### config.mk
export PLATFORM = sky130hd
export DESIGN_NAME = clps_ctrl
export DESIGN_NICKNAME = d
export VERILOG_FILES = /design/src/hw/rtl/clps_pkg.sv /design/src/hw/rtl/clps_ctrl.sv
export SDC_FILE = /design/constraint.sdc
export NUM_CORES = 1
export LEC_CHECK = 0
export BUFFER_PORTS_ARGS = -buffer_cell sky130_fd_sc_hd__buf_4
export CORE_MARGIN = 3
export CORE_UTILIZATION = 47
export CTS_CLUSTER_DIAMETER = 80
export DETAILED_ROUTE_END_ITERATION = 8
export GPL_ROUTABILITY_DRIVEN = 0
export PLACE_DENSITY = 0.79
export RECOVER_POWER = 100
export SLEW_MARGIN = 20
export SYNTH_ARGS = -nofsm -noshare
export SYNTH_HDL_FRONTEND = slang
export SYNTH_SLANG_ARGS = --single-unit
### constraint.sdc
create_clock -name clk -period 2.4 [get_ports clk]
set_clock_uncertainty 0.1 [all_clocks]
set_input_delay 0.12 -clock clk [delete_from_list [all_inputs] [get_ports clk]]
set_output_delay 0.12 -clock clk [all_outputs]
set_load 0.02 [all_outputs]
### src/hw/rtl/clps_pkg.sv
// shared types, constants and helper functions for the cell list pair search unit
// no dependencies

package clps_pkg;

    localparam int GRID_MAX   = 16;
    localparam int CELL_CAP   = 4;
    localparam int COORD_BITS = 24;
    localparam int ID_BITS    = 16;

    localparam int DIM        = GRID_MAX + 2;
    localparam int NCELLS     = DIM * DIM * DIM;
    localparam int NSLOTS     = NCELLS * CELL_CAP;
    localparam int CI_BITS    = $clog2(NCELLS);
    localparam int SA_BITS    = $clog2(NSLOTS);
    localparam int CW         = $clog2(DIM);
    localparam int FILL_BITS  = $clog2(CELL_CAP + 1);
    localparam int CUT_BITS   = 23;
    localparam int GRID_BITS  = 5;
    localparam int IN_CW      = 5;
    localparam int SL_BITS    = 2;
    localparam int DIFF_BITS  = COORD_BITS + 1;
    localparam int SQ_BITS    = 2 * CUT_BITS;
    localparam int ACC_BITS   = SQ_BITS + 2;
    localparam int DCNT_BITS  = $clog2(COORD_BITS);
    localparam int NSHELL     = 13;
    localparam int K_BITS     = 4;

    localparam int IN_DATA_W  = 112;
    localparam int OUT_DATA_W = 40;

    localparam logic [1:0] KIND_CLEAR = 2'd0;
    localparam logic [1:0] KIND_LOAD  = 2'd1;
    localparam logic [1:0] KIND_SCAN  = 2'd2;

    localparam logic [1:0] RES_OK   = 2'd0;
    localparam logic [1:0] RES_OOB  = 2'd1;
    localparam logic [1:0] RES_FULL = 2'd2;

    localparam logic [1:0] REG_CUTOFF = 2'd0;
    localparam logic [1:0] REG_GRID_X = 2'd1;
    localparam logic [1:0] REG_GRID_Y = 2'd2;
    localparam logic [1:0] REG_GRID_Z = 2'd3;

    localparam logic [1:0] SQ_CUT = 2'd3;

    typedef struct packed {
        logic [ID_BITS-1:0]           ident;
        logic signed [COORD_BITS-1:0] px;
        logic signed [COORD_BITS-1:0] py;
        logic signed [COORD_BITS-1:0] pz;
    } slot_t;

    typedef struct packed {
        logic       latch;
        logic       clr_wr;
        logic       div_init;
        logic       div_step;
        logic       div_store;
        logic [1:0] axis;
        logic       ld_rd;
        logic       ld_chk;
        logic       sc_rd;
        logic       me_rd;
        logic       me_latch;
        logic       cand_rd;
        logic       diff;
        logic       sq;
        logic       nbr_next;
        logic       lim_latch;
        logic       j_inc;
        logic       pend_load;
        logic       emit;
        logic       emit_pair;
    } clps_cmd_t;

    typedef struct packed {
        logic sweep_last;
        logic div_last;
        logic scan_ok;
        logic slot_ok;
        logic more;
        logic nbr_end;
        logic hit;
        logic have_pend;
        logic out_busy;
    } clps_stat_t;

    function automatic logic [CI_BITS-1:0] cell_index(input logic [CW-1:0] x,
                                                      input logic [CW-1:0] y,
                                                      input logic [CW-1:0] z);
        int v;
        v = int'(x) * DIM * DIM + int'(y) * DIM + int'(z);
        return CI_BITS'(v);
    endfunction

    // offset of half-shell neighbour k (1..13) from the scanned cell
    function automatic logic [CI_BITS-1:0] nbr_off(input logic [K_BITS-1:0] k);
        int dx;
        int dy;
        int dz;
        dx = 0;
        dy = 0;
        dz = 0;
        case (k)
            4'd1:  begin dx = 1;  dy = 0;  dz = 0;  end
            4'd2:  begin dx = 0;  dy = 1;  dz = 0;  end
            4'd3:  begin dx = 0;  dy = 0;  dz = 1;  end
            4'd4:  begin dx = 1;  dy = 1;  dz = 0;  end
            4'd5:  begin dx = 1;  dy = 0;  dz = 1;  end
            4'd6:  begin dx = 0;  dy = 1;  dz = 1;  end
            4'd7:  begin dx = 1;  dy = 1;  dz = 1;  end
            4'd8:  begin dx = 1;  dy = -1; dz = 0;  end
            4'd9:  begin dx = 1;  dy = 0;  dz = -1; end
            4'd10: begin dx = 1;  dy = -1; dz = -1; end
            4'd11: begin dx = -1; dy = -1; dz = 1;  end
            4'd12: begin dx = 0;  dy = -1; dz = 1;  end
            4'd13: begin dx = 1;  dy = -1; dz = 1;  end
            default: begin dx = 0; dy = 0; dz = 0; end
        endcase
        return CI_BITS'(dx * DIM * DIM + dy * DIM + dz);
    endfunction

    function automatic logic [SA_BITS-1:0] slot_addr(input logic [CI_BITS-1:0] ci,
                                                     input logic [FILL_BITS-1:0] s);
        return SA_BITS'(int'(ci) * CELL_CAP + int'(s));
    endfunction

endpackage

### src/hw/rtl/clps_ctrl.sv
// controller state machine of the cell list pair search unit
// depends on clps_pkg; drives the datapath by command and status structs

module clps_ctrl
    import clps_pkg::*;
(
    input  logic       clk,
    input  logic       rst_n,
    input  logic       s_tvalid,
    output logic       s_tready,
    input  logic [1:0] kind,
    input  clps_stat_t st,
    output clps_cmd_t  cmd
);

    localparam logic [4:0] S_RST    = 5'd0;
    localparam logic [4:0] S_IDLE   = 5'd1;
    localparam logic [4:0] S_CLR    = 5'd2;
    localparam logic [4:0] S_DIVI   = 5'd3;
    localparam logic [4:0] S_DIV    = 5'd4;
    localparam logic [4:0] S_DIVE   = 5'd5;
    localparam logic [4:0] S_LDRD   = 5'd6;
    localparam logic [4:0] S_LDCHK  = 5'd7;
    localparam logic [4:0] S_SCFILL = 5'd8;
    localparam logic [4:0] S_SCME   = 5'd9;
    localparam logic [4:0] S_SCMEW  = 5'd10;
    localparam logic [4:0] S_CCHK   = 5'd11;
    localparam logic [4:0] S_NBW    = 5'd12;
    localparam logic [4:0] S_CW     = 5'd13;
    localparam logic [4:0] S_SQ     = 5'd14;
    localparam logic [4:0] S_CMP    = 5'd15;
    localparam logic [4:0] S_END    = 5'd16;
    localparam logic [4:0] S_FIN    = 5'd17;

    logic [4:0] state_reg;
    logic [4:0] state_next;
    logic [1:0] ax_reg;
    logic [1:0] ax_next;

    always_ff @(posedge clk or negedge rst_n)
    begin
        if (!rst_n)
        begin
            state_reg <= S_RST;
            ax_reg    <= 2'd0;
        end
        else
        begin
            state_reg <= state_next;
            ax_reg    <= ax_next;
        end
    end

    assign s_tready = (state_reg == S_IDLE);

    always_comb
    begin
        state_next = state_reg;
        ax_next    = ax_reg;
        cmd        = '0;
        cmd.axis   = ax_reg;
        unique case (state_reg)
            S_RST:
            begin
                cmd.clr_wr = 1'b1;
                if (st.sweep_last)
                    state_next = S_IDLE;
            end
            S_IDLE:
            begin
                if (s_tvalid)
                begin
                    cmd.latch = 1'b1;
                    ax_next   = 2'd0;
                    case (kind)
                        KIND_CLEAR: state_next = S_CLR;
                        KIND_LOAD:  state_next = S_DIVI;
                        KIND_SCAN:  state_next = S_SCFILL;
                        default:    state_next = S_FIN;
                    endcase
                end
            end
            S_CLR:
            begin
                cmd.clr_wr = 1'b1;
                if (st.sweep_last)
                    state_next = S_FIN;
            end
            S_DIVI:
            begin
                cmd.div_init = 1'b1;
                state_next   = S_DIV;
            end
            S_DIV:
            begin
                cmd.div_step = 1'b1;
                if (st.div_last)
                    state_next = S_DIVE;
            end
            S_DIVE:
            begin
                cmd.div_store = 1'b1;
                if (ax_reg == 2'd2)
                begin
                    ax_next    = 2'd0;
                    state_next = S_LDRD;
                end
                else
                begin
                    ax_next    = ax_reg + 2'd1;
                    state_next = S_DIVI;
                end
            end
            S_LDRD:
            begin
                cmd.ld_rd  = 1'b1;
                state_next = S_LDCHK;
            end
            S_LDCHK:
            begin
                cmd.ld_chk = 1'b1;
                state_next = S_FIN;
            end
            S_SCFILL:
            begin
                if (st.scan_ok)
                begin
                    cmd.sc_rd  = 1'b1;
                    state_next = S_SCME;
                end
                else
                    state_next = S_FIN;
            end
            S_SCME:
            begin
                if (st.slot_ok)
                begin
                    cmd.me_rd  = 1'b1;
                    state_next = S_SCMEW;
                end
                else
                    state_next = S_FIN;
            end
            S_SCMEW:
            begin
                cmd.me_latch = 1'b1;
                cmd.sq       = 1'b1;
                cmd.axis     = SQ_CUT;
                state_next   = S_CCHK;
            end
            S_CCHK:
            begin
                if (st.more)
                begin
                    cmd.cand_rd = 1'b1;
                    state_next  = S_CW;
                end
                else if (st.nbr_end)
                    state_next = S_END;
                else
                begin
                    cmd.nbr_next = 1'b1;
                    state_next   = S_NBW;
                end
            end
            S_NBW:
            begin
                cmd.lim_latch = 1'b1;
                state_next    = S_CCHK;
            end
            S_CW:
            begin
                cmd.diff   = 1'b1;
                ax_next    = 2'd0;
                state_next = S_SQ;
            end
            S_SQ:
            begin
                cmd.sq = 1'b1;
                if (ax_reg == 2'd2)
                begin
                    ax_next    = 2'd0;
                    state_next = S_CMP;
                end
                else
                    ax_next = ax_reg + 2'd1;
            end
            S_CMP:
            begin
                if (!st.hit)
                begin
                    cmd.j_inc  = 1'b1;
                    state_next = S_CCHK;
                end
                else if (!st.have_pend)
                begin
                    cmd.pend_load = 1'b1;
                    cmd.j_inc     = 1'b1;
                    state_next    = S_CCHK;
                end
                else if (!st.out_busy)
                begin
                    cmd.emit      = 1'b1;
                    cmd.emit_pair = 1'b1;
                    cmd.pend_load = 1'b1;
                    cmd.j_inc     = 1'b1;
                    state_next    = S_CCHK;
                end
            end
            S_END:
            begin
                if (!st.out_busy)
                begin
                    cmd.emit      = 1'b1;
                    cmd.emit_pair = st.have_pend;
                    state_next    = S_IDLE;
                end
            end
            S_FIN:
            begin
                if (!st.out_busy)
                begin
                    cmd.emit   = 1'b1;
                    state_next = S_IDLE;
                end
            end
            default:
                state_next = S_IDLE;
        endcase
    end

    a_emit_free: assert property (@(posedge clk) disable iff (!rst_n)
        cmd.emit |-> !st.out_busy)
        else $error("result written while output register held");

    a_idle_after_emit: assert property (@(posedge clk) disable iff (!rst_n)
        (cmd.emit && state_reg != S_CMP) |=> s_tready)
        else $error("block not ready after final result");

    a_div_bounded: assert property (@(posedge clk) disable iff (!rst_n)
        (state_reg == S_DIVE) |-> $past(st.div_last))
        else $error("division left before last step");

endmodule

==> metrics.txt <==
CTS tree done; worst min path class input port to register; final non-filler cell area 1107 um2; PwrDens 1010 nW/um2; max_slew headroom 53.85%; Synth Area in XOR/XNOR 1.032%; worst setup margin 0.1943 ns; maximum clock frequency 0.4534 GHz; area fraction in compound gates after synthesis 24.19%; WL/cell 14.97 um; largest family of logic cells by synthesized area simple AND/OR/NAND/NOR gates; Clk Latency, worst-skew pair 0.24 ns; RR Startpoint state_reg[3]; syn_area_per_cell 7.069 um2; Synth Area in Simple Gates 39.09%; # Max-Cap Violations 0; Initial DRT Pass Iterations 4; final hold slack 0.05371 ns; Final Hold Vio Count 0; layout cells sized above 1 20.38%; first-pass GRT wire length 4.429 mm; R2R depth 5; DP Wirelength 2.130 mm; Vias per Instance 5.851; std cell rows 14; area of the mapped netlist 848.3 um2; min Tclk post-route 2.206 ns; Routed WL 2.710 mm; hold path startpoint st[0]; Worst Path Class, Setup register to output pin; detailed-route via count 1,059; multiplexer share of the synthesized area 8.260%; core area 1594 um2; nets@finish 172; leakage 0.4802 nW; Synth Net Count 134; die area 2351 um2; Setup-failing EPs final 0; H-tree lvl count 1; period utilisation layout 91.90%; max FFs per register 5; hold path depth 2; placed inst area 1155 um2; Yosys reg bits 7; Iteration-0 DRC Markers 48; die height 48.49 um; post-route setup TNS 0 ns; CP startpoint state_reg[3]; CTS max path bufs 2; Worst EP required 2.18 ns; yosys warns 0; Final Slew Violations 0; gr usage total 23.30%; Residual DRC 0; Initial Util 53.22%; fin util 69.47%; total power 1.118 mW; Root Driver clkbuf_4; Place WS 0.2927 ns; FILL cells 160; CP Data Arrival Time 1.99 ns; Post CTS Setup Buffer Count 0; crit-path max FO 15; largest net degree at the start of global routing 16; Antenna diodes 0; final non-filler cell total 181; Yosys cell types 39; Top Ports 36; VDD IR-drop max 0.5594 mV; DP Cell Count 176; grt ovf 0; initial antenna violation count 0; clock sink count 7; Clock Pin Slew Worst Setup and Hold Paths 0.05 ns; Final ANT Viol Nets 0; Mapped Cells 120; Least-Margin Pin Slew 0.6908 ns; Port Buffers 35; RSZ-0062 raised after global routing false; CP Launch Type register; vias in the first global route 979; status complete, no violations; area grow syn2layout 30.53%; sequential share of the synthesized area 20.65%; Crit. End Element output pin; Die Width 48.49 um; cts bufs inserted 3; Post-Synth Adder-Cell Area 0%
## critical path, stage by stage, from the launching register on
cell and delay (ns):
dfrtp_1 0.56, nor3b_1 0.63, nor4b_1 0.29, clkbuf_1 0.26
## kinds of logic after synthesis
kind of cell | Yosys count
flops | 7
compound gates | 31
buf+inv | 15
mux | 5
simple gates | 61
xor+xnor | 1
## what timing repair did
action,CTS,global route
hold buffers,1,0
setup endpoints to repair,0,1
hold endpoints to repair,7,0
resized for setup,0,1
## cells in the final DEF, fill, tap and decap left out, types with 2 or more instances in the layout
master	instances
a21oi_1	9
and3_1	4
buf_4	24
clkbuf_1	19
clkbuf_4	3
dfrtp_1	7
inv_1	5
mux2_2	3
nand2_1	7
nand2b_1	6
nand3_1	3
nor2_1	13
nor2b_1	7
nor3_1	8
nor4b_1	2
o211ai_1	2
o21ai_0	8
o31ai_1	2
or3_1	3
## synthesized netlist by cell type (all sizes together)
| master | n | area share (%) |
|---|---|---|
| a211oi | 1 | 1.5 |
| a21boi | 1 | 0.89 |
| a21o | 1 | 0.89 |
| a21oi | 9 | 5.3 |
| a222oi | 1 | 1.2 |
| a31oi | 1 | 0.74 |
| a32o | 1 | 1.2 |
| a32oi | 1 | 1.0 |
| and2 | 1 | 0.74 |
| and3 | 4 | 2.9 |
| and4 | 1 | 1.0 |
| buf | 1 | 0.59 |
| clkbuf | 9 | 4.0 |
| dfrtp | 7 | 21 |
| inv | 5 | 2.2 |
| mux2 | 4 | 7.1 |
| mux2i | 1 | 1.2 |
| nand2 | 7 | 3.1 |
| nand2b | 6 | 4.4 |
| nand3 | 3 | 1.8 |
| nand3b | 1 | 0.89 |
| nand4 | 1 | 0.74 |
| nor2 | 13 | 5.8 |
| nor2b | 8 | 5.9 |
| nor3 | 8 | 4.7 |
| nor3b | 1 | 0.89 |
| nor4b | 2 | 2.1 |
| o211ai | 2 | 1.8 |
| o21ai | 8 | 5.2 |
| o221ai | 1 | 1.0 |
| o22ai | 1 | 0.74 |
| o31ai | 2 | 1.8 |
| o32ai | 1 | 1.0 |
| or3 | 3 | 2.2 |
| or3b | 1 | 1.0 |
| or4 | 1 | 0.89 |
| xnor2 | 1 | 1.0 |
## worst paths after layout
| path | to | slack, ns |
|---|---|---|
| worst max-delay path | cmd[5] | 0.19 |
| worst min-delay path | state_reg[4] | 0.05 |
| worst max register to register | state_reg[3] | 0.26 |
| worst min register to register | ax_reg[0] | 0.47 |
| max in group asynchronous | ax_reg[0] | 1.73 |
| min in group asynchronous | state_reg[4] | 0.20 |
## cell type report
type | instances | area [um2] | area share (%)
Timing Repair Buffer | 43 | 257.7 | 23.28
Inverter | 5 | 18.77 | 1.695
Tap cell | 24 | 30.03 | 2.712
Sequential cell | 7 | 175.2 | 15.82
Multi-Input combinational cell | 98 | 599.3 | 54.12
Clock buffer | 4 | 26.28 | 2.373
## per-layer routing
metal,global-route usage [%],part of all wire (%),vias up
met3,2.454,8.6,2
met5,0,0,-
met2,42.20,50,61
li1,-,-,507
met4,6.161,0.52,0
met1,29.28,41,489
## power breakdown
group | internal, mW | switching [mW] | leakage, nW
Combinational | 0.316 | 0.463 | 0.374
Clock | 0.0633 | 0.0407 | 0.0150
Sequential | 0.158 | 0.0773 | 0.0909
Power figures use the tool's default switching activity.
